`config.mk`:
```
export PLATFORM = sky130hd
export DESIGN_NAME = tt_front
export DESIGN_NICKNAME = d
export VERILOG_FILES = /design/src/sv/tt_pkg.sv /design/src/sv/tt_front.sv
export SDC_FILE = /design/constraint.sdc
export NUM_CORES = 1
export LEC_CHECK = 0
export BUFFER_PORTS_ARGS = -buffer_cell sky130_fd_sc_hd__buf_4
export CAP_MARGIN = 20
export CELL_PAD_IN_SITES_DETAIL_PLACEMENT = 0
export CELL_PAD_IN_SITES_GLOBAL_PLACEMENT = 1
export CORE_MARGIN = 2
export CORE_UTILIZATION = 40
export CTS_BUF_LIST = sky130_fd_sc_hd__clkbuf_8
export CTS_CLUSTER_SIZE = 28
export DETAILED_ROUTE_END_ITERATION = 16
export PLACE_DENSITY_LB_ADDON = 0.1
export REMOVE_ABC_BUFFERS = 1
export SLEW_MARGIN = 10
export SYNTH_ARGS = -nofsm -noshare
export SYNTH_HDL_FRONTEND = slang
export SYNTH_SLANG_ARGS = --single-unit
```
`constraint.sdc`:
```
create_clock -name clk -period 11.4 [get_ports clk]
set_input_delay 0.57 -clock clk [delete_from_list [all_inputs] [get_ports clk]]
set_output_delay 0.57 -clock clk [all_outputs]
set_load 0.01 [all_outputs]
```
`src/sv/tt_pkg.sv`:
```
`timescale 1ns / 1ps
package tt_pkg;

	localparam int QUEUE_DEPTH = 2;

	typedef struct packed {
		logic signed [32:0] e1x;
		logic signed [32:0] e1y;
		logic signed [32:0] e1z;
		logic signed [32:0] e2x;
		logic signed [32:0] e2y;
		logic signed [32:0] e2z;
		logic signed [24:0] du1;
		logic signed [24:0] dv1;
		logic signed [24:0] du2;
		logic signed [24:0] dv2;
	} tt_job_t;

	typedef struct packed {
		logic signed [15:0] tan_x;
		logic signed [15:0] tan_y;
		logic signed [15:0] tan_z;
		logic               degenerate;
	} tt_res_t;

endpackage

```
`src/sv/tt_front.sv`:
```
`timescale 1ns / 1ps
module tt_front (
	input  logic                 clk,
	input  logic                 arst_n,
	input  logic                 push,
	output logic                 full,
	input  logic signed [31:0]   pos_x,
	input  logic signed [31:0]   pos_y,
	input  logic signed [31:0]   pos_z,
	input  logic signed [23:0]   tex_u,
	input  logic signed [23:0]   tex_v,
	input  logic                 q_full,
	output logic                 job_push,
	output tt_pkg::tt_job_t      job
);
	import tt_pkg::*;

	logic [1:0]         cnt_q;
	logic signed [31:0] px_q [2];
	logic signed [31:0] py_q [2];
	logic signed [31:0] pz_q [2];
	logic signed [23:0] tu_q [2];
	logic signed [23:0] tv_q [2];
	logic               accept;
	logic               idx;

	assign full     = q_full;
	assign accept   = push && !q_full;
	assign job_push = accept && (cnt_q == 2'd2);
	assign idx      = (cnt_q == 2'd1);

	always_ff @(posedge clk or negedge arst_n) begin
		if (!arst_n) begin
			cnt_q <= 2'd0;
		end else if (accept) begin
			if (cnt_q == 2'd2)
				cnt_q <= 2'd0;
			else if (cnt_q == 2'd3)
				cnt_q <= 2'd1;
			else
				cnt_q <= cnt_q + 2'd1;
		end
	end

	always_ff @(posedge clk) begin
		if (accept && cnt_q != 2'd2) begin
			px_q[idx] <= pos_x;
			py_q[idx] <= pos_y;
			pz_q[idx] <= pos_z;
			tu_q[idx] <= tex_u;
			tv_q[idx] <= tex_v;
		end
	end

	always_comb begin
		job.e1x = 33'(px_q[1]) - 33'(px_q[0]);
		job.e1y = 33'(py_q[1]) - 33'(py_q[0]);
		job.e1z = 33'(pz_q[1]) - 33'(pz_q[0]);
		job.e2x = 33'(pos_x) - 33'(px_q[0]);
		job.e2y = 33'(pos_y) - 33'(py_q[0]);
		job.e2z = 33'(pos_z) - 33'(pz_q[0]);
		job.du1 = 25'(tu_q[1]) - 25'(tu_q[0]);
		job.dv1 = 25'(tv_q[1]) - 25'(tv_q[0]);
		job.du2 = 25'(tex_u) - 25'(tu_q[0]);
		job.dv2 = 25'(tex_v) - 25'(tv_q[0]);
	end

endmodule

```
==> impl_summary.md, run 1 <==
Floorplanning
The chip height is 247 um. The core region is 0.0579 sq mm. The die covers 0.0608 sq mm. The die boundary width is 247 um. The initial core utilization is 40.6%. The number of ports placed on the die boundary is 448. The initialized floorplan defines slightly below 90 standard-cell rows.

Synthesis
The most used flip-flop cell after synthesis is edfxtp_1. The count of synthesis-stage warnings from yosys is 0. For this run, asynchronously set or reset flops after synthesis account for 0.690%. The number of enable flip-flop cells after synthesis is ~290. The area share of the largest cell type after synthesis is 36.7%.

The average instance area after synthesis is 9.59 sq um. The synthesized netlist devotes around 11% of its cell area to simple gates. After synthesis, the cell types taking the most area are edfxtp_1, ha_1, xnor2_1. By area, the combinational part of the netlist is dominated by compound AO/OA/AOI/OAI gates.

The synthesized design spends more area on one cell type than any other, namely edfxtp_1. In the synthesized netlist, the cells that appear most often are ha_1, edfxtp_1, a21oi_1. The share of the Yosys chip area taken by registers is 37.0%. The register bit count reported by yosys is 290. The cell area that synthesis handed to floorplanning was 0.0235 sq mm. The number of different library cells used by synthesis comes to between 80 and 90. The share of synthesized cell area in full adder, half adder and majority cells is between 10% and 20%. The post-synthesis instance total is 2454. The most instantiated library cell after synthesis is ha_1. The compound-cell area share of the yosys netlist is 21.5%. Of the total synthesized cell area, the portion taken by XOR and XNOR cells is 9.15%. The mux share of post-synthesis cell area is 0%.

Clocking
TritonCTS built the clock tree. The number of H-tree levels is 2. The number of buffers on the longest clock path is 3. The register clock-pin slew on the reported worst setup and hold paths is 0.06 ns. The clock reaches the later pin of the worst-skew pair after 0.64 ns. The tree is rooted in a clkbuf_8. The total CTS buffers is 55. Clock tree synthesis found a total of 290 sinks.

Job
The number of maximum-capacitance constraint violations is 0.

Worst hold path
In this run the worst hold path is classified as in2reg. The origin of the worst min-delay path is pos_x[0]. The number of cells on the worst hold path is 1.

The worst hold endpoint is px_q[0][0].

Drt
After detailed routing, the number of vias per cell comes to 5.34. The final route contains 19900 vias. In the routed design, unresolved DRC markers number 0. In this run the remaining antenna-violating nets after routing total 0. In the final routing, the length of wire on met1 measures ~30000 um. The routed wire length on met2 is approximately 31000 um. The wire length on met3 is 5340 um. The routed length per instance is 18.4 um. The routed design has 68500 um of wire. The highest routed metal layer is met5. The violation count after the first detailed-routing iteration is 997. The pre-antenna-repair detailed-routing pass consisted of 5 iterations.

Global routing
The overflow left after global routing is 0. The initial antenna violation count is 8. The via count of the first global-routing pass was 19400. The maximum number of pins on one net before global-route repair is 145.

The total global routing track utilization is 21.8%. The first global-routing pass estimated 105000 um of wire.

STA
In this run the tightest slew margin relative to its limit is 29.7%. The count of final hold-check violations is 0. The final clock period utilization by the worst path is 42.8%.

The number of max-slew violations in the final report was 0. The final-report setup violation count is 0. Timing would allow up to 0.205 GHz.

The final period demand of the worst path is 4.88 ns. The slew of the pin with the lowest slew margin is 1.03 ns. The worst hold margin is 0.126 ns. Between clock sinks in the finished design, the worst skew comes to 0.0267 ns.

Setup repair after global routing left no endpoint under its margin.

Placement
The HPWL after detailed placement is ~55000 um. In this run the tool buffered the top-level ports with 447 buffer cells. The congestion estimate from routability-driven global placement came to ~0.90. The instance area at placement is 0.0276 sq mm.

Critical path
The length in cells of the worst reg-to-reg path is 4. In this run the critical register-to-register path is captured at tu_q[1][18]. Data on the critical path arrives at its endpoint at between 4 and 5 ns. The category of the most critical setup path is reg2out.

The critical path starts at px_q[0][0]. For the worst setup path, the data required time is ~11 ns. The worst register-to-register path begins at cnt_q[0].

The largest fanout of any net on the critical path is 4. The setup slack on the worst flop-to-flop path is 9.03 ns. The worst setup path is launched from a register.

The category of the worst setup path capture point is an output pin.

Pwr
The total power per unit cell area is between 150 and 200 mW/mm^2. Summed over all cells, the static leakage comes to about 13 nW. The worst voltage drop across the vdd grid is 0.170 mV.

Status
The run finished with clean final reports.

Cells and area
The multi-input gate area in the final layout is 0.0137 sq mm. Fill cells in the final layout number ~5500. The fraction of layout cells with a size suffix above 1 is a little under a fifth. The post-synthesis to final-layout area growth is 22.0%. At the end of the flow, the number of nets in the layout was 3364. The sequential cells in the finished layout cover a total of 0.00870 sq mm. Summing all non-filler instances in the final layout gives an area of ~0.029 sq mm.
-- logic make-up after synthesis --
family	count (synthesis)
compound gates	792
simple gates	541
fa+ha+maj	300
flops	290
buf+inv	285
xor+xnor	246
-- cell usage in the layout (no fill, tap or decap), types with 17 or more instances in the layout --
cell type and instances:
nor2b_1 46, o21a_1 60, edfxtp_1 288, nor3_1 20
a31oi_1 29, ha_1 290, xnor2_1 155, nand4_1 36
inv_1 252, and3_1 17, o211ai_1 21, nor2_1 134
o21ai_1 25, nand3_1 45, buf_4 449, nand2b_1 35
o21bai_1 30, o21ai_0 134, nand2_1 151, a21o_1 118
a21oi_1 246, xor2_1 91, clkbuf_8 56
-- through the flow --
step	instances	setup TNS, ns	utilization [%]	worst slack, ns	total power (W)
floorplan	2408	-105.86	-	-0.735	0.00295
global placement	3623	0	47.7	6.97	0.00403
detailed placement	3623	0	47.7	6.93	0.00404
CTS	3720	0	49.6	6.49	0.00507
global route	3722	0	49.6	6.24	0.00535
finish	3725	0	49.6	6.52	0.00501
-- area by class of cell --
| cell class | count | share of cell area [%] |
|---|---|---|
| inverters | 239 | 3.12 |
| diodes | 5 | 0.0436 |
| multi-input cells | 1879 | 47.7 |
| clock buffers | 56 | 2.68 |
| repair buffers | 451 | 11.8 |
| clock inverters | 40 | 0.976 |
| well taps | 765 | 3.33 |
| flip-flops and latches | 290 | 30.3 |
-- what timing repair did --
action / CTS / global route
endpoints found under the hold margin: 2 / 0
gates resized for setup: 0 / 0
setup buffers: 0 / 0
hold buffers: 1 / 0
setup endpoints to repair: 0 / 0
-- worst max-delay path by stage --
stage / cells after the start / to
3_3_place_gp: 14 / job[196]
3_5_place_dp: 14 / job[196]
4_1_cts: 12 / job[196]
5_1_grt: 12 / job[196]
6_report: 12 / job[196]
2_1_floorplan: 2 / px_q[0][0]
-- sequential cells by signal, summed over array words and instances, names as in the netlist --
| name | count |
|---|---|
| pz_q | 64 |
| px_q | 64 |
| cnt_q | 2 |
| tv_q | 48 |
| py_q | 64 |
| tu_q | 48 |
-- per-layer routing --
layer	vias up	global-route usage, %
met3	89	6.17
met2	474	35.5
met5	-	0
li1	9960	-
met1	9359	28.6
met4	8	5.16
-- report_power, final --
group          total (W)  leakage [nW]  internal [W]  switching [W]
clock network   0.000997         0.580      0.000545       0.000452
registers        0.00136          2.66       0.00133      0.0000317
logic            0.00265          9.71       0.00116        0.00149
total            0.00501          12.9       0.00304        0.00197
-- critical path: stages, from the launching register on --
cell       delay [ns]
edfxtp_1         0.39
ha_1             0.23
fa_1             0.42
nor2b_1          0.16
o31a_1           0.18
o21ai_1          0.13
a2111oi_0        0.94
o21ai_1          0.25
a31oi_1          0.37
nand2_1          0.13
o21a_1           0.20
xnor2_1          0.13
buf_4            0.14
Note: power is estimated with default switching activity, not from simulation.
==> inputs of run 2 (changes only) <==
--- a/config.mk
+++ b/config.mk
@@ -10,7 +10,7 @@
 export CELL_PAD_IN_SITES_DETAIL_PLACEMENT = 0
 export CELL_PAD_IN_SITES_GLOBAL_PLACEMENT = 1
 export CORE_MARGIN = 2
-export CORE_UTILIZATION = 40
+export CORE_UTILIZATION = 45
 export CTS_BUF_LIST = sky130_fd_sc_hd__clkbuf_8
 export CTS_CLUSTER_SIZE = 28
 export DETAILED_ROUTE_END_ITERATION = 16
==> constraint.sdc (replaced) <==
create_clock -name clk -period 4.9 [get_ports clk]
set_input_delay 0.245 -clock clk [delete_from_list [all_inputs] [get_ports clk]]
set_output_delay 0.245 -clock clk [all_outputs]
set_load 0.01 [all_outputs]
==> run 2 against run 1 <==
Utilization is 8.8 points higher. Clock power is 120% higher. Die area is 11% lower. Via count is 4.0% higher. Global-route usage is 2.7 points higher. Clock skew is 0.0099 ns lower. First-iteration DRC count is 33% higher. Critical path depth stayed put. Sequential power is 130% higher. Critical endpoint is now job[260]. Largest power group unchanged.
==> impl_summary.md, run 2 (synthesis results as in run 1) <==
Status
Status: finished, final reports clean (unchanged).

Pwr
The combinational group share of total power came to 53.7% (was 52.9%). The total power per unit cell area came to 389 mW/mm^2 (was 174 mW/mm^2). The worst voltage drop across the vdd grid is 0.338 mV (was 0.170 mV). The power share of the clock group is 19.2% (was 19.9%). The switching share of power came to 39.5% (was 39.4%).

The net switching power of the design is 0.00461 W (was 0.00197 W). The leakage power was 13.5 nW (was 12.9 nW). The sequential share of power was 27.1% (was 27.2%).

The cell-internal power came to 0.00707 W (was 0.00304 W).

Drt
The violation count after the first detailed-routing iteration came to 1325 (was 997). The number of vias per cell was 5.46 (was 5.34). The number of antenna-violating nets in the routed design is 0 (unchanged).

The detailed-router iteration count before antenna repair was 5 (unchanged). The routed length per instance was 18.0 um (was 18.4 um). The total wire length is 68300 um (was 68500 um).

The via count of the routed design is 20700 (was 19900). The final routed DRC violation total is 0 (unchanged).

Clocking
The post-CTS resize count is 0 (unchanged). The clock sink count is 290 (unchanged). The CTS tree was yes (unchanged). The number of H-tree levels was 2 (unchanged). The total CTS buffers was 54 (was 55).

The register clock-pin slew on the reported worst setup and hold paths is 0.06 ns (about the same). The worst-skew pair later-pin latency is 0.64 ns (about the same). The number of buffers on the longest clock path is 3 (unchanged). The master cell of the clock root buffer is clkbuf_8 (unchanged).

Global routing
The maximum number of pins on one net before global-route repair came to 145 (unchanged). The via count of the first global-routing pass is 20100 (was 19400). The global-route wire length before repair is 105000 um (about the same). The total global routing track utilization is 24.5% (was 21.8%). The initial antenna violation count was 7 (was 8). The overflow left after global routing was 0 (unchanged).

Floorplanning
The die boundary width is 233 um (was 247 um). The number of ports placed on the die boundary is 448 (unchanged). The placement row count is 83 (was 88). The initial core utilization came to 45.7% (was 40.6%). The core area is 0.0515 sq mm (was 0.0579 sq mm). The chip height is 233 um (was 247 um).

The die area was 0.0541 sq mm (was 0.0608 sq mm).

Cells and area
The multi-input gate area in the final layout is 0.0137 sq mm (unchanged). The leading cell type in the layout, fill and taps excluded is buf_4 (unchanged). The layout net count was 3510 (was 3364).

The final instance area was 0.0301 sq mm (was 0.0287 sq mm). Commonest cells after routing, fill and taps aside: buf_4, ha_1, edfxtp_1 (unchanged). The post-synthesis to final-layout area growth came to 27.7% (was 22.0%). The register cell area after layout was 0.00870 sq mm (unchanged). The layout filler cell count came to 4620 (was 5542). Registers with the most flip-flops: px_q: 64 flops, py_q: 64 flops, pz_q: 64 flops (unchanged).

The fraction of layout cells with a size suffix above 1 is 17.6% (was 18.6%).

Critical path
The largest fanout of any net on the critical path is 3 (was 4). The critical path data arrival time is 4.08 ns (was 4.31 ns). The required time of the critical path is 4.66 ns (was 10.83 ns). The setup slack on the worst flop-to-flop path is 2.56 ns (was 9.03 ns). The category of the worst setup path capture point is an output pin (unchanged). The source of the worst register-to-register timing path is cnt_q[0] (unchanged). The category of the most critical setup path was reg2out (unchanged). The sort of element at the start of the critical path is a register (unchanged). The worst reg2reg path endpoint was tv_q[1][19] (was tu_q[1][18]).

The length in cells of the worst reg-to-reg path is 4 (unchanged).

Worst hold path
The origin of the worst min-delay path was push (was pos_x[0]). The class of the worst hold path is in2reg (unchanged). The worst hold endpoint is cnt_q[0] (was px_q[0][0]). The number of cells on the worst hold path was 3 (was 1).

Placement
The post-detailed-placement half-perimeter wirelength is 53700 um (was 54900 um). The count of port buffers added during placement is 447 (unchanged). The instance area at placement is 0.0276 sq mm (about the same). The final weighted congestion of routability-driven global placement came to 0.935 (was 0.895).

The worst slack at placement is 1.24 ns (was 6.93 ns).

STA
The count of final hold-check violations is 0 (unchanged). The final-report setup violation count is 0 (unchanged). Derived from the worst setup path, the maximum achievable clock frequency is 0.231 GHz. The slew of the pin with the lowest slew margin is 0.956 ns (was 1.03 ns). The final period demand of the worst path is 4.33 ns. RSZ-0062 raised after global routing: false (unchanged). The sum of negative setup slack is 0 ns (unchanged). The final worst clock skew is 0.0168 ns (was 0.0267 ns). The final worst-path setup slack is 0.575 ns (was 6.52 ns). The number of max-slew violations in the final report was 0 (unchanged).

The worst slew slack as a fraction of its limit came to 36.3% (was 29.7%). The final clock period utilization by the worst path is approximately 90%.

Job
The number of maximum-capacitance constraint violations was 0 (unchanged).
run 2: routing by layer:
metal / up-vias / track usage [%] / share of wire (%)
li1: 10200 / - / -
met1: 9683 / 32.9 / 45
met2: 636 / 39.6 / 46
met3: 111 / 4.84 / 7.1
met4: 4 / 7.44 / 2.6
met5: - / 0 / 0.040
run 2: worst max path at each step:
stage          startpoint    endpoint  slack [ns]  depth (start not counted)
6_report       py_q[0][0]    job[260]        0.57                         12
5_1_grt        py_q[0][0]    job[260]        0.23                         12
4_1_cts        py_q[0][0]    job[260]        0.52                         12
3_5_place_dp   py_q[0][0]    job[260]        1.24                         12
3_3_place_gp   py_q[0][0]    job[260]        1.26                         12
2_1_floorplan    cnt_q[0]  px_q[0][0]       -6.94                          3
run 2: per-stage QoR:
step	utilization [%]	hold slack [ns]	cells	power, W
after global routing	58.3	0.0855	3784	0.0124
after global placement	53.5	0.0287	3539	0.00932
after detailed placement	53.5	0.0310	3539	0.00936
after floorplan	-	-0.0506	2408	0.00686
final	58.4	0.0869	3789	0.0117
after CTS	58.3	0.0282	3781	0.0118
run 2: cell type report:
class / instances / share of cell area [%]
Antenna cell: 8 / 0.0666
Tap cell: 680 / 2.83
Clock buffer: 55 / 2.52
Sequential cell: 290 / 28.9
Inverter: 239 / 2.98
Multi-Input combinational cell: 1879 / 45.6
Clock inverter: 40 / 0.832
Timing Repair Buffer: 598 / 16.2
run 2: worst max-delay path: stages (launching register included):
cell	delay, ns
edfxtp_1	0.39
ha_1	0.24
fa_1	0.40
nor2b_1	0.13
o21a_1	0.13
o21ai_0	0.16
a211oi_1	0.37
o2111ai_1	0.28
o21ai_1	0.40
a31oi_1	0.22
o21ai_0	0.24
xor2_1	0.29
buf_4	0.19
run 2: what timing repair did:
item / 4_1_cts / 5_1_grt
hold buffers: 147 / 0
hold endpoints to repair: 292 / 0
setup buffers: 0 / 0
run 2: power groups by stage:
stage | Sequential (W) | Clock (W) | Combinational, W
after floorplan | 0.00329 | 0 | 0.00357
after global placement | 0.00320 | 0 | 0.00611
after detailed placement | 0.00322 | 0 | 0.00614
after CTS | 0.00317 | 0.00231 | 0.00628
after global routing | 0.00319 | 0.00242 | 0.00682
final | 0.00317 | 0.00224 | 0.00627
