### config.mk
export PLATFORM = sky130hd
export DESIGN_NAME = tt_queue
export DESIGN_NICKNAME = d
export VERILOG_FILES = /design/src/sv/tt_pkg.sv /design/src/sv/tt_queue.sv
export SDC_FILE = /design/constraint.sdc
export NUM_CORES = 1
export LEC_CHECK = 0
export ABC_CLOCK_PERIOD_IN_PS = 12800
export BUFFER_PORTS_ARGS = -buffer_cell sky130_fd_sc_hd__buf_4
export CAP_MARGIN = 20
export CORE_AREA = 2 2 236 238
export DETAILED_ROUTE_END_ITERATION = 10
export DIE_AREA = 0 0 238 240
export GPL_ROUTABILITY_DRIVEN = 0
export PLACE_DENSITY_LB_ADDON = 0.08
export SYNTH_ARGS = -nofsm -noshare
export SYNTH_HDL_FRONTEND = slang
export SYNTH_SLANG_ARGS = --single-unit
### constraint.sdc
create_clock -name clk -period 12.8 [get_ports clk]
set_input_delay 1.28 -clock clk [delete_from_list [all_inputs] [get_ports clk]]
set_output_delay 1.28 -clock clk [all_outputs]
set_load 0.05 [all_outputs]
### src/sv/tt_pkg.sv
`timescale 1ns / 1ps
package tt_pkg;

	localparam int QUEUE_DEPTH = 2;

	typedef struct packed {
		logic signed [32:0] e1x;
		logic signed [32:0] e1y;
		logic signed [32:0] e1z;
		logic signed [32:0] e2x;
		logic signed [32:0] e2y;
		logic signed [32:0] e2z;
		logic signed [24:0] du1;
		logic signed [24:0] dv1;
		logic signed [24:0] du2;
		logic signed [24:0] dv2;
	} tt_job_t;

	typedef struct packed {
		logic signed [15:0] tan_x;
		logic signed [15:0] tan_y;
		logic signed [15:0] tan_z;
		logic               degenerate;
	} tt_res_t;

endpackage

### src/sv/tt_queue.sv
`timescale 1ns / 1ps
module tt_queue (
	input  logic            clk,
	input  logic            arst_n,
	input  logic            wr,
	input  tt_pkg::tt_job_t wdata,
	output logic            q_full,
	output logic            q_valid,
	input  logic            rd,
	output tt_pkg::tt_job_t rdata
);
	import tt_pkg::*;

	localparam int PW = $clog2(QUEUE_DEPTH);

	tt_job_t      mem_q [QUEUE_DEPTH];
	logic [PW-1:0] wp_q;
	logic [PW-1:0] rp_q;
	logic [PW:0]   cnt_q;
	logic          do_wr;
	logic          do_rd;

	assign q_full  = (cnt_q == (PW+1)'(QUEUE_DEPTH));
	assign q_valid = (cnt_q != '0);
	assign do_wr   = wr && !q_full;
	assign do_rd   = rd && q_valid;
	assign rdata   = mem_q[rp_q];

	always_ff @(posedge clk or negedge arst_n) begin
		if (!arst_n) begin
			wp_q  <= '0;
			rp_q  <= '0;
			cnt_q <= '0;
		end else begin
			if (do_wr)
				wp_q <= (wp_q == PW'(QUEUE_DEPTH - 1)) ? '0 : wp_q + 1'b1;
			if (do_rd)
				rp_q <= (rp_q == PW'(QUEUE_DEPTH - 1)) ? '0 : rp_q + 1'b1;
			if (do_wr && !do_rd)
				cnt_q <= cnt_q + 1'b1;
			else if (do_rd && !do_wr)
				cnt_q <= cnt_q - 1'b1;
		end
	end

	always_ff @(posedge clk) begin
		if (do_wr)
			mem_q[wp_q] <= wdata;
	end

endmodule

==> results.py, run 1 <==
metrics = {
    "synth": {
        "yosysMostFrequentCell": "edfxtp_1",
        "yosysTopAreaCell": "edfxtp_1",
        "yosysTopAreaCellShare_pct": 79.5,
        "synth-main-ff-cell": "edfxtp_1",
        "synthArstFlopShare_pct": 0.667,
        "synth_area_um2": 22500,
        "syn_nets": 1249,
        "synth_common_cells": "edfxtp_1 (596), mux2_4 (200), mux2_2 (98)",
        "synthTopCellsByArea": "edfxtp_1 (80%), mux2_4 (13%), mux2_2 (4.9%)",
        "syn_area_per_cell_um2": 23.8,
        "ys_seq_area_share_pct": 80.0,
        "ys_warn_count": 0,
        "synth_edf_count": 596,
        "yosys_register_bits": 600,
        "synthCells": 946,
        "synth_cell_types": 16,
    },
    "setup_path": {
        "cp-start-kind": "flop",
        "path_cells": "buf_12 -> buf_4 -> buf_12 -> mux2_4 -> buf_4",
        "worstReg2RegStart": "cnt_q[0]",
        "cp-end-kind": "output port",
        "critPathMaxStageDelay_ps": 890,
        "crit_slowest_cell": "dfrtp_4",
        "arrival_ps": 4060,
        "crit_start": "rp_q",
        "critical_path_required_ps": 11520,
        "crit_type": "flop to output port",
        "critPathMaxFanout": 137,
    },
    "drt": {
        "vias_per_cell": 4.71,
        "drt-initial-drc-count": 512,
        "drt_drc_violations_left": 0,
        "routedWlPerCell_um": 23.1,
        "wl_mm": 54.4,
        "ant_nets": 0,
        "firstDrtPassIters": 4,
        "vias": 11069,
    },
    "placement": {
        "place_ws_ps": 8040,
        "placed_area_um2": 27700,
        "numPortBuffers": 601,
        "dp_hpwl_mm": 38.0,
    },
    "sta": {
        "finClkSkew_ps": 22.6,
        "hold_violations": 0,
        "tightest_slew_ps": 1200,
        "slew_violations": 0,
        "finalWorstSetupSlack_ps": 7460,
        "tns_ps": 0,
        "setup_viol": 0,
        "rsz0062_at_grt": "false",
        "relSlewSlack_pct": 20.2,
        "period_minus_slack_ps": 5340,
        "min_period_over_period_pct": 41.7,
        "max_freq_mhz": 187,
    },
    "power": {
        "powerDensity_nw_per_um2": 277,
        "switching_share_pct": 39.8,
        "clkPwrFrac_pct": 20.9,
        "intPower_uw": 4970,
        "vdd_drop_max_mv": 0.202,
        "leakage_uw": 0.0116,
        "seq_power_share_pct": 34.3,
        "power.switching_uw": 3280,
        "p_comb_share_pct": 44.8,
    },
    "global_routing": {
        "overflow": 0,
        "busiest_layer": "met2",
        "track_usage_pct": 18.3,
        "grt_max_degree": 184,
        "gr-usage-met1_pct": 19.5,
        "antenna_found_initial": 11,
        "grt_pass1_vias": 11741,
        "grtUsageMet3_pct": 8.00,
        "grt_util_met2_pct": 32.2,
        "grt_pass1_wl_mm": 75.1,
    },
    "floorplanning": {
        "start_util_pct": 41.2,
        "fp.dieH_um": 240,
        "rows": 86,
        "core_area_um2": 54700,
        "die_w_um": 238,
        "ios": 602,
        "die_area_um2": 57100,
    },
    "clocking": {
        "root_buffer": "clkbuf_16",
        "cts_hold_buf": 0,
        "clk_latency_ps": 610,
        "post_cts_buffers": 0,
        "cts_max_path_buffers": 3,
        "cts.sinks": 600,
        "htree_levels": 2,
        "clkTransAtPathRegs_ps": 60,
        "cts_tree": "yes",
        "numCtsBuffers": 61,
        "ctsResizeCount": 0,
    },
    "final_layout": {
        "final_layout_size_suffix_gt1_share_pct": 60.8,
        "fin_area_um2": 29700,
        "syn_to_final_growth_pct": 32.1,
        "fin_nets": 1890,
    },
    "run": {
        "cap_violations": 0,
    },
    "status": {
        "status": "finished clean",
    },
    "hold_path": {
        "min_path_type": "primary input to async pin",
    },
}
[worst paths after layout]
path                            endpoint  slack [ps]  cells past startpoint
setup / recovery              rdata[131]        7460                      5
hold / removal                  cnt_q[1]         460                      1
setup reg to reg           mem_q[1][241]        9200                      4
hold reg to reg                 cnt_q[1]         490                      1
max in group asynchronous           rp_q       12220                      1
min in group clk                cnt_q[1]         490                      1
[flip-flops by register name (all words and copies together), names as in the netlist]
register,cells
rp_q,1
mem_q,596
cnt_q,2
wp_q,1
[cells by family after synthesis]
family                   after synthesis  share of synthesized area [%]
flip-flops                           600                           80.0
multiplexers                         298                           18.2
buffers and inverters                 35                           1.40
AND/OR/NAND/NOR                        7                          0.150
XOR/XNOR                               5                          0.195
adder cells (fa/ha/maj)                1                         0.0556
[power groups by stage]
| stage | logic, µW | registers, µW | clock network [µW] |
|---|---|---|---|
| 2_1_floorplan | 2750 | 2940 | 0 |
| 3_3_place_gp | 3720 | 2870 | 0 |
| 3_5_place_dp | 3730 | 2880 | 0 |
| 4_1_cts | 3740 | 2840 | 1780 |
| 5_1_grt | 3830 | 2870 | 1850 |
| 6_report | 3690 | 2830 | 1730 |
[placed cells by master, fill, tap and decap left out, drive strengths merged]
cell	n
nand2	2
mux2	298
inv	3
ha	1
xor2	2
clkbuf	75
clkinv	29
and3	1
xnor2	3
nand2b	1
nor2	2
buf	611
bufinv	6
or2	1
clkinvlp	2
diode	10
dfrtp	4
edfxtp	596
[cell type report]
cell class	count	area, µm²
Inverter	2	7.51
Multi-Input combinational cell	311	4210
Tap cell	704	881
Clock inverter	38	325
Clock buffer	75	1620
Antenna cell	10	25.0
Fill cell	4422	24900
Sequential cell	600	18000
Timing Repair Buffer	611	4660
[layer usage]
layer,vias up,wire length (µm)
met5,-,46
met4,6,1670
met3,97,5270
met2,356,28300
met1,5540,19000
li1,5070,-
[worst max-delay path, delay by kind of cell, from the launching register on]
kind	cells	cell delay (ps)
mux	1	340
buf+inv	4	1960
flops	1	890
[stage by stage]
| stage | power, µW | utilization [%] | hold WS, ps | std cells |
|---|---|---|---|---|
| finish | 8250 | 54.4 | 457 | 2351 |
| detailed placement | 6610 | 50.7 | 478 | 2227 |
| CTS | 8350 | 54.3 | 406 | 2340 |
| global placement | 6590 | 50.7 | 474 | 2226 |
| global route | 8550 | 54.4 | 415 | 2348 |
| floorplan | 5700 | - | 456 | 946 |
Power figures use the tool's default switching activity.
==> inputs of run 2 (changes only) <==
--- a/config.mk
+++ b/config.mk
@@ -5,12 +5,12 @@
 export SDC_FILE = /design/constraint.sdc
 export NUM_CORES = 1
 export LEC_CHECK = 0
-export ABC_CLOCK_PERIOD_IN_PS = 12800
+export ABC_CLOCK_PERIOD_IN_PS = 5500
 export BUFFER_PORTS_ARGS = -buffer_cell sky130_fd_sc_hd__buf_4
 export CAP_MARGIN = 20
-export CORE_AREA = 2 2 236 238
+export CORE_AREA = 2 2 231 233
 export DETAILED_ROUTE_END_ITERATION = 10
-export DIE_AREA = 0 0 238 240
+export DIE_AREA = 0 0 233 235
 export GPL_ROUTABILITY_DRIVEN = 0
 export PLACE_DENSITY_LB_ADDON = 0.08
 export SYNTH_ARGS = -nofsm -noshare
==> constraint.sdc (replaced) <==
create_clock -name clk -period 5.5 [get_ports clk]
set_input_delay 0.55 -clock clk [delete_from_list [all_inputs] [get_ports clk]]
set_output_delay 0.55 -clock clk [all_outputs]
set_load 0.05 [all_outputs]
==> run 2 against run 1 <==
Compared with the run above: combinational power rose by 130%; first-iteration DRC count rose by 9.4%; clock skew fell by 8.0 ps; clock-buffer cell count rose by 4; hold slack got worse by 340 ps; via count rose by 0.68%; design area fell by 0.43%; die area fell by 4.1%; register-to-register slack got worse by 5900 ps.
==> results.py, run 2 (same netlist as run 1, synthesis figures left out) <==
metrics = {
    "sta": {
        "holdWs_ps": 118,
        "period_minus_slack_ps": 3490,
        "tns_ps": 0,
        "max_freq_mhz": 286,
        "finClkSkew_ps": 14.7,
        "rsz0062_at_grt": "false",
        "relSlewSlack_pct": 35.5,
        "finalWorstSetupSlack_ps": 2010,
        "setup_viol": 0,
        "min_period_over_period_pct": 63.5,
        "slew_violations": 0,
        "tightest_slew_ps": 967,
        "hold_violations": 0,
    },
    "power": {
        "power.switching_uw": 7620,
        "p_comb_share_pct": 45.3,
        "vdd_drop_max_mv": 0.429,
        "clkPwrFrac_pct": 19.8,
        "intPower_uw": 11300,
        "switching_share_pct": 40.3,
        "leakage_uw": 0.0115,
        "seq_power_share_pct": 34.8,
        "powerDensity_nw_per_um2": 638,
        "finalPower_uw": 18900,
    },
    "setup_path": {
        "r2r_slack_ps": 3270,
        "crit_path_end": "rdata[194]",
        "critical_path_required_ps": 4950,
        "critPathMaxStageDelay_ps": 1060,
        "cp-start-kind": "flop",
        "cp-end-kind": "output port",
        "crit_type": "flop to output port",
        "arrival_ps": 2940,
        "crit_start": "rp_q",
        "worstReg2RegStart": "cnt_q[0]",
        "ff2ff_path_depth": 3,
        "crit_slowest_cell": "dfrtp_4",
        "critPathMaxFanout": 81,
        "r2r-end": "mem_q[1][248]",
        "path_cells": "buf_12 -> mux2_4 -> buf_4",
    },
    "global_routing": {
        "track_usage_pct": 18.9,
        "grt_pass1_wl_mm": 75.4,
        "grt_max_degree": 157,
        "overflow": 0,
        "grt_pass1_vias": 11678,
        "antenna_found_initial": 12,
    },
    "clocking": {
        "htree_levels": 2,
        "cts_max_path_buffers": 3,
        "cts_tree": "yes",
        "clkTransAtPathRegs_ps": 60,
        "cts.sinks": 600,
        "root_buffer": "clkbuf_16",
        "ctsResizeCount": 0,
        "clk_latency_ps": 610,
        "numCtsBuffers": 61,
    },
    "final_layout": {
        "num-fill-cells": 4103,
        "final_util_pct": 56.7,
        "regMostFlops": "mem_q",
        "largest_reg_flops": 596,
        "final_layout_size_suffix_gt1_share_pct": 60.9,
        "syn_to_final_growth_pct": 31.5,
        "final_cell_mix": "buf_4 (606), edfxtp_1 (596), mux2_4 (200)",
        "fin_nets": 1892,
        "final_common_cell": "buf_4",
        "reg_top3": "mem_q: 596 flops, cnt_q: 2 flops",
    },
    "drt": {
        "ant_nets": 0,
        "vias_per_cell": 4.76,
        "vias": 11144,
        "drt-initial-drc-count": 560,
        "wl_mm": 53.0,
        "firstDrtPassIters": 4,
        "drt_drc_violations_left": 0,
        "routedWlPerCell_um": 22.7,
    },
    "placement": {
        "dp_hpwl_mm": 36.6,
        "numPortBuffers": 601,
        "place_ws_ps": 2630,
    },
    "run": {
        "cap_violations": 0,
    },
    "floorplanning": {
        "start_util_pct": 43.1,
        "core_area_um2": 52200,
        "fp.dieH_um": 235,
        "ios": 602,
        "die_w_um": 233,
        "rows": 84,
        "die_area_um2": 54800,
    },
    "status": {
        "status": "finished clean",
    },
    "hold_path": {
        "min_path_type": "primary input to flop",
        "holdPathStages": 1,
    },
}
run 2: cell count changes in the layout (fill, tap and decap cells not counted):
cell | before | now
nand2_1 | 2 | 1
buf_16 | 1 | 0
inv_6 | 1 | 2
clkbuf_1 | 12 | 16
bufinv_16 | 6 | 0
diode_2 | 10 | 13
nand2_2 | 0 | 1
clkinvlp_4 | 2 | 4
dlygate4sd3_1 | 0 | 1
buf_12 | 4 | 6
clkinv_2 | 10 | 14
clkinv_1 | 19 | 14
run 2: repair_timing:
item / 4_1_cts / 5_1_grt
hold buffers: 1 / 0
setup buffers: 0 / 0
endpoints found under the hold margin: 4 / 0
run 2: how the worst min path moves through the flow:
stage          startpoint            to  slack, ps
2_1_floorplan      arst_n      cnt_q[0]        250
3_3_place_gp       arst_n      cnt_q[0]        350
3_5_place_dp       arst_n      cnt_q[0]        350
4_1_cts          wdata[9]   mem_q[0][9]         70
5_1_grt         wdata[63]  mem_q[0][63]         80
6_report        wdata[12]  mem_q[0][12]        120
run 2: area by class of cell:
type,instances,area [µm²],share of cell area [%]
Antenna cell,13,32.5,0.110
Clock buffer,79,1640,5.53
Multi-Input combinational cell,311,4210,14.2
Clock inverter,34,170,0.575
Inverter,2,7.51,0.0254
Timing Repair Buffer,613,4680,15.8
Sequential cell,600,18000,60.8
Tap cell,688,861,2.91
run 2: routing by layer:
metal	global-route usage (%)	vias to the layer above	routed length [µm]
met3	7.86	105	5290
met4	8.57	2	1870
met2	32.6	381	27600
met5	0	-	10
met1	20.0	5580	18300
li1	-	5076	-
run 2: power by group through the flow:
| stage | sequential (µW) | combinational [µW] | clock [µW] |
|---|---|---|---|
| 2_1_floorplan | 6670 | 6410 | 0 |
| 3_3_place_gp | 6640 | 8670 | 0 |
| 3_5_place_dp | 6680 | 8670 | 0 |
| 4_1_cts | 6590 | 8680 | 3860 |
| 5_1_grt | 6670 | 8900 | 4040 |
| 6_report | 6580 | 8560 | 3750 |
run 2: stage by stage:
stage,cells,area (µm²)
final,2340,29600
after floorplan,946,22500
after global placement,2213,27800
after CTS,2327,29600
after global routing,2338,29600
after detailed placement,2213,27800
run 2: worst max-delay path, delay by kind of cell (launching register included):
family / cells / cell delay, ps
flops: 1 / 1060
buf+inv: 2 / 720
mux: 1 / 350
==> inputs of run 3 (changes only) <==
--- a/config.mk
+++ b/config.mk
@@ -5,12 +5,13 @@
 export SDC_FILE = /design/constraint.sdc
 export NUM_CORES = 1
 export LEC_CHECK = 0
-export ABC_CLOCK_PERIOD_IN_PS = 5500
+export ABC_AREA = 1
+export ABC_CLOCK_PERIOD_IN_PS = 3200
 export BUFFER_PORTS_ARGS = -buffer_cell sky130_fd_sc_hd__buf_4
 export CAP_MARGIN = 20
-export CORE_AREA = 2 2 231 233
+export CORE_AREA = 2 2 232 234
 export DETAILED_ROUTE_END_ITERATION = 10
-export DIE_AREA = 0 0 233 235
+export DIE_AREA = 0 0 234 236
 export GPL_ROUTABILITY_DRIVEN = 0
 export PLACE_DENSITY_LB_ADDON = 0.08
 export SYNTH_ARGS = -nofsm -noshare
==> constraint.sdc (replaced) <==
create_clock -name clk -period 3.2 [get_ports clk]
set_input_delay 0.32 -clock clk [delete_from_list [all_inputs] [get_ports clk]]
set_output_delay 0.32 -clock clk [all_outputs]
set_load 0.05 [all_outputs]
==> run 3 against run 2 <==
Compared with the run above: clock-buffer cell count shrank 9; wire length grew 13%; die area grew 0.86%; hold slack lost 30 ps; combinational power grew 89%; critical path depth grew 2; sequential share of layout area shrank 4.8 points; highest routed layer unchanged.
==> results.py, run 3 <==
metrics = {
    "status": {
        "status": "finished clean",
    },
    "synth": {
        "synth_common_cells": "nand2_1 (905), edfxtp_1 (596), buf_2 (60)",
        "ys_warn_count": 0,
        "synthArstFlopShare_pct": 0.667,
        "yosysMostFrequentCell": "nand2_1",
        "yosys_register_bits": 600,
        "ys_seq_area_share_pct": 82.5,
        "synth_area_um2": 21800,
        "syn_nets": 1891,
        "synth_cell_types": 13,
        "synthTopCellsByArea": "edfxtp_1 (82%), nand2_1 (16%), buf_2 (1.4%)",
        "yosysTopAreaCellShare_pct": 82.0,
        "syn_area_per_cell_um2": 13.7,
        "synthCells": 1588,
        "synth_edf_count": 596,
        "yosysTopAreaCell": "edfxtp_1",
        "synth-main-ff-cell": "edfxtp_1",
    },
    "global_routing": {
        "overflow": 0,
        "antenna_found_initial": 12,
        "grt_pass1_vias": 15119,
        "grt_max_degree": 148,
        "track_usage_pct": 21.2,
        "grt_pass1_wl_mm": 88.2,
    },
    "placement": {
        "dp_hpwl_mm": 39.1,
        "dp.cells": 2840,
        "numPortBuffers": 601,
    },
    "setup_path": {
        "ff2ff_path_depth": 4,
        "path_common_cell": "nand2_1",
        "critPathMaxFanout": 79,
        "path_cells": "inv_8 -> buf_12 -> nand2_1 -> nand2_1 -> buf_4",
        "r2r_slack_ps": 1170,
        "arrival_ps": 2330,
        "critical_path_required_ps": 2880,
        "crit_type": "flop to output port",
        "worstReg2RegStart": "cnt_q[1]",
        "critPathMaxStageDelay_ps": 540,
        "cp-end-kind": "output port",
        "r2r-end": "mem_q[1][105]",
        "crit_start": "rp_q",
        "crit_slowest_cell": "dfrtp_4",
        "cp-start-kind": "flop",
    },
    "hold_path": {
        "min_path_type": "primary input to async pin",
    },
    "floorplanning": {
        "core_area_um2": 53100,
        "start_util_pct": 41.1,
        "rows": 85,
        "die_w_um": 234,
        "ios": 602,
        "die_area_um2": 55200,
        "fp.dieH_um": 236,
    },
    "power": {
        "p_comb_share_pct": 47.4,
        "switching_share_pct": 45.1,
        "clkPwrFrac_pct": 20.1,
        "seq_power_share_pct": 32.5,
        "power.switching_uw": 15400,
        "finalPower_uw": 34200,
        "vdd_drop_max_mv": 0.734,
        "powerDensity_nw_per_um2": 1060,
        "leakage_uw": 0.0136,
        "intPower_uw": 18800,
    },
    "sta": {
        "slew_violations": 0,
        "holdWs_ps": 88.3,
        "tns_ps": 0,
        "setup_viol": 0,
        "relSlewSlack_pct": 44.0,
        "period_minus_slack_ps": 2650,
        "hold_violations": 0,
        "tightest_slew_ps": 840,
        "max_freq_mhz": 378,
        "finClkSkew_ps": 11.0,
        "min_period_over_period_pct": 82.8,
        "rsz0062_at_grt": "false",
    },
    "final_layout": {
        "final_cell_count_no_fill": 3266,
        "final_common_cell": "nand2_1",
        "regMostFlops": "mem_q",
        "fin_nets": 2809,
        "num-fill-cells": 4206,
        "largest_reg_flops": 596,
        "reg_top3": "mem_q: 596 flops, cnt_q: 2 flops",
        "syn_to_final_growth_pct": 47.4,
        "final_cell_mix": "nand2_1 (904), buf_4 (610), edfxtp_1 (596)",
        "final_layout_size_suffix_gt1_share_pct": 28.0,
    },
    "clocking": {
        "cts.sinks": 600,
        "cts_max_path_buffers": 3,
        "numCtsBuffers": 60,
        "clkTransAtPathRegs_ps": 60,
        "root_buffer": "clkbuf_16",
        "clk_latency_ps": 620,
        "cts_tree": "yes",
        "ctsResizeCount": 0,
        "htree_levels": 2,
    },
    "drt": {
        "firstDrtPassIters": 6,
        "routedWlPerCell_um": 18.3,
        "ant_nets": 0,
        "vias_per_cell": 4.62,
        "drt-initial-drc-count": 881,
        "vias": 15086,
        "drt_drc_violations_left": 0,
        "wl_mm": 59.9,
    },
    "run": {
        "cap_violations": 0,
    },
}
-- run 3: cell types whose count changed after synthesis, sizes merged --
cell,change
nor2,+1
buf,+33
nand2b,-1
inv,+6
o21ai,+1
nand3,+2
nand2,+903
nand4,+1
mux2,-298
xor2,-2
and3,-1
or2,-1
xnor2,-2
-- run 3: worst max-delay path by stage --
stage                       end  slack (ps)  depth (start not counted)
finish               rdata[241]         550                          5
floorplan           mem_q[0][0]       -2550                          4
global placement     rdata[243]        1150                          5
detailed placement   rdata[243]        1130                          5
global route         rdata[177]         390                          5
CTS                  rdata[243]         450                          5
-- run 3: power by group through the flow --
stage	sequential (µW)	clock (µW)	combinational (µW)
CTS	11100	7020	16400
floorplan	11500	0	10600
global placement	11200	0	16000
detailed placement	11300	0	16000
finish	11100	6860	16200
global route	11200	7310	17100
-- run 3: metrics by stage --
| stage | cell area, µm² | util (%) | setup WS [ps] |
|---|---|---|---|
| final | 32200 | 60.6 | 552 |
| after global placement | 27200 | 51.3 | 1150 |
| after CTS | 32100 | 60.5 | 449 |
| after floorplan | 21800 | - | -2550 |
| after global routing | 32200 | 60.6 | 389 |
| after detailed placement | 27200 | 51.3 | 1130 |
-- run 3: final cells by class --
type                       count  area (µm²)  share of cell area [%]
inverter                       8        41.3                   0.128
sequential                   600       18000                    56.0
tap                          696         871                    2.71
multi-input combinational    914        3470                    10.8
antenna                       12        30.0                  0.0934
clock buffer                  70        1560                    4.85
clock inverter                44         362                    1.12
timing repair buffer         922        7820                    24.3
-- run 3: worst max-delay path: cells and delay by family (launching register included) --
| kind | cells | cell delay, ps |
|---|---|---|
| flip-flops | 1 | 540 |
| AND/OR/NAND/NOR | 2 | 200 |
| buffers and inverters | 3 | 870 |
-- run 3: layer usage --
metal | vias to the layer above | GRT usage (%) | wire length [µm]
met5 | - | 0 | 15
li1 | 7231 | - | -
met3 | 92 | 6.40 | 4710
met1 | 7307 | 25.7 | 23200
met4 | 2 | 7.08 | 1730
met2 | 454 | 35.9 | 30200
-- run 3: timing repair --
action | 4_1_cts | 5_1_grt
setup buffers | 0 | 0
hold buffers | 300 | 0
endpoints found under the hold margin | 601 | 0
-- run 3: cell families (layout without fill, tap and decap cells) --
family,after synthesis,after routing,synth area share [%]
xor gates and xnor gates,1,1,0.0401
and+or+nand+nor,911,911,15.7
DFF,600,600,82.5
other,0,12,0
buffers and inverters,74,1044,1.72
AOI/OAI and AO/OA,1,1,0.0229
adders and majority gates,1,1,0.0573
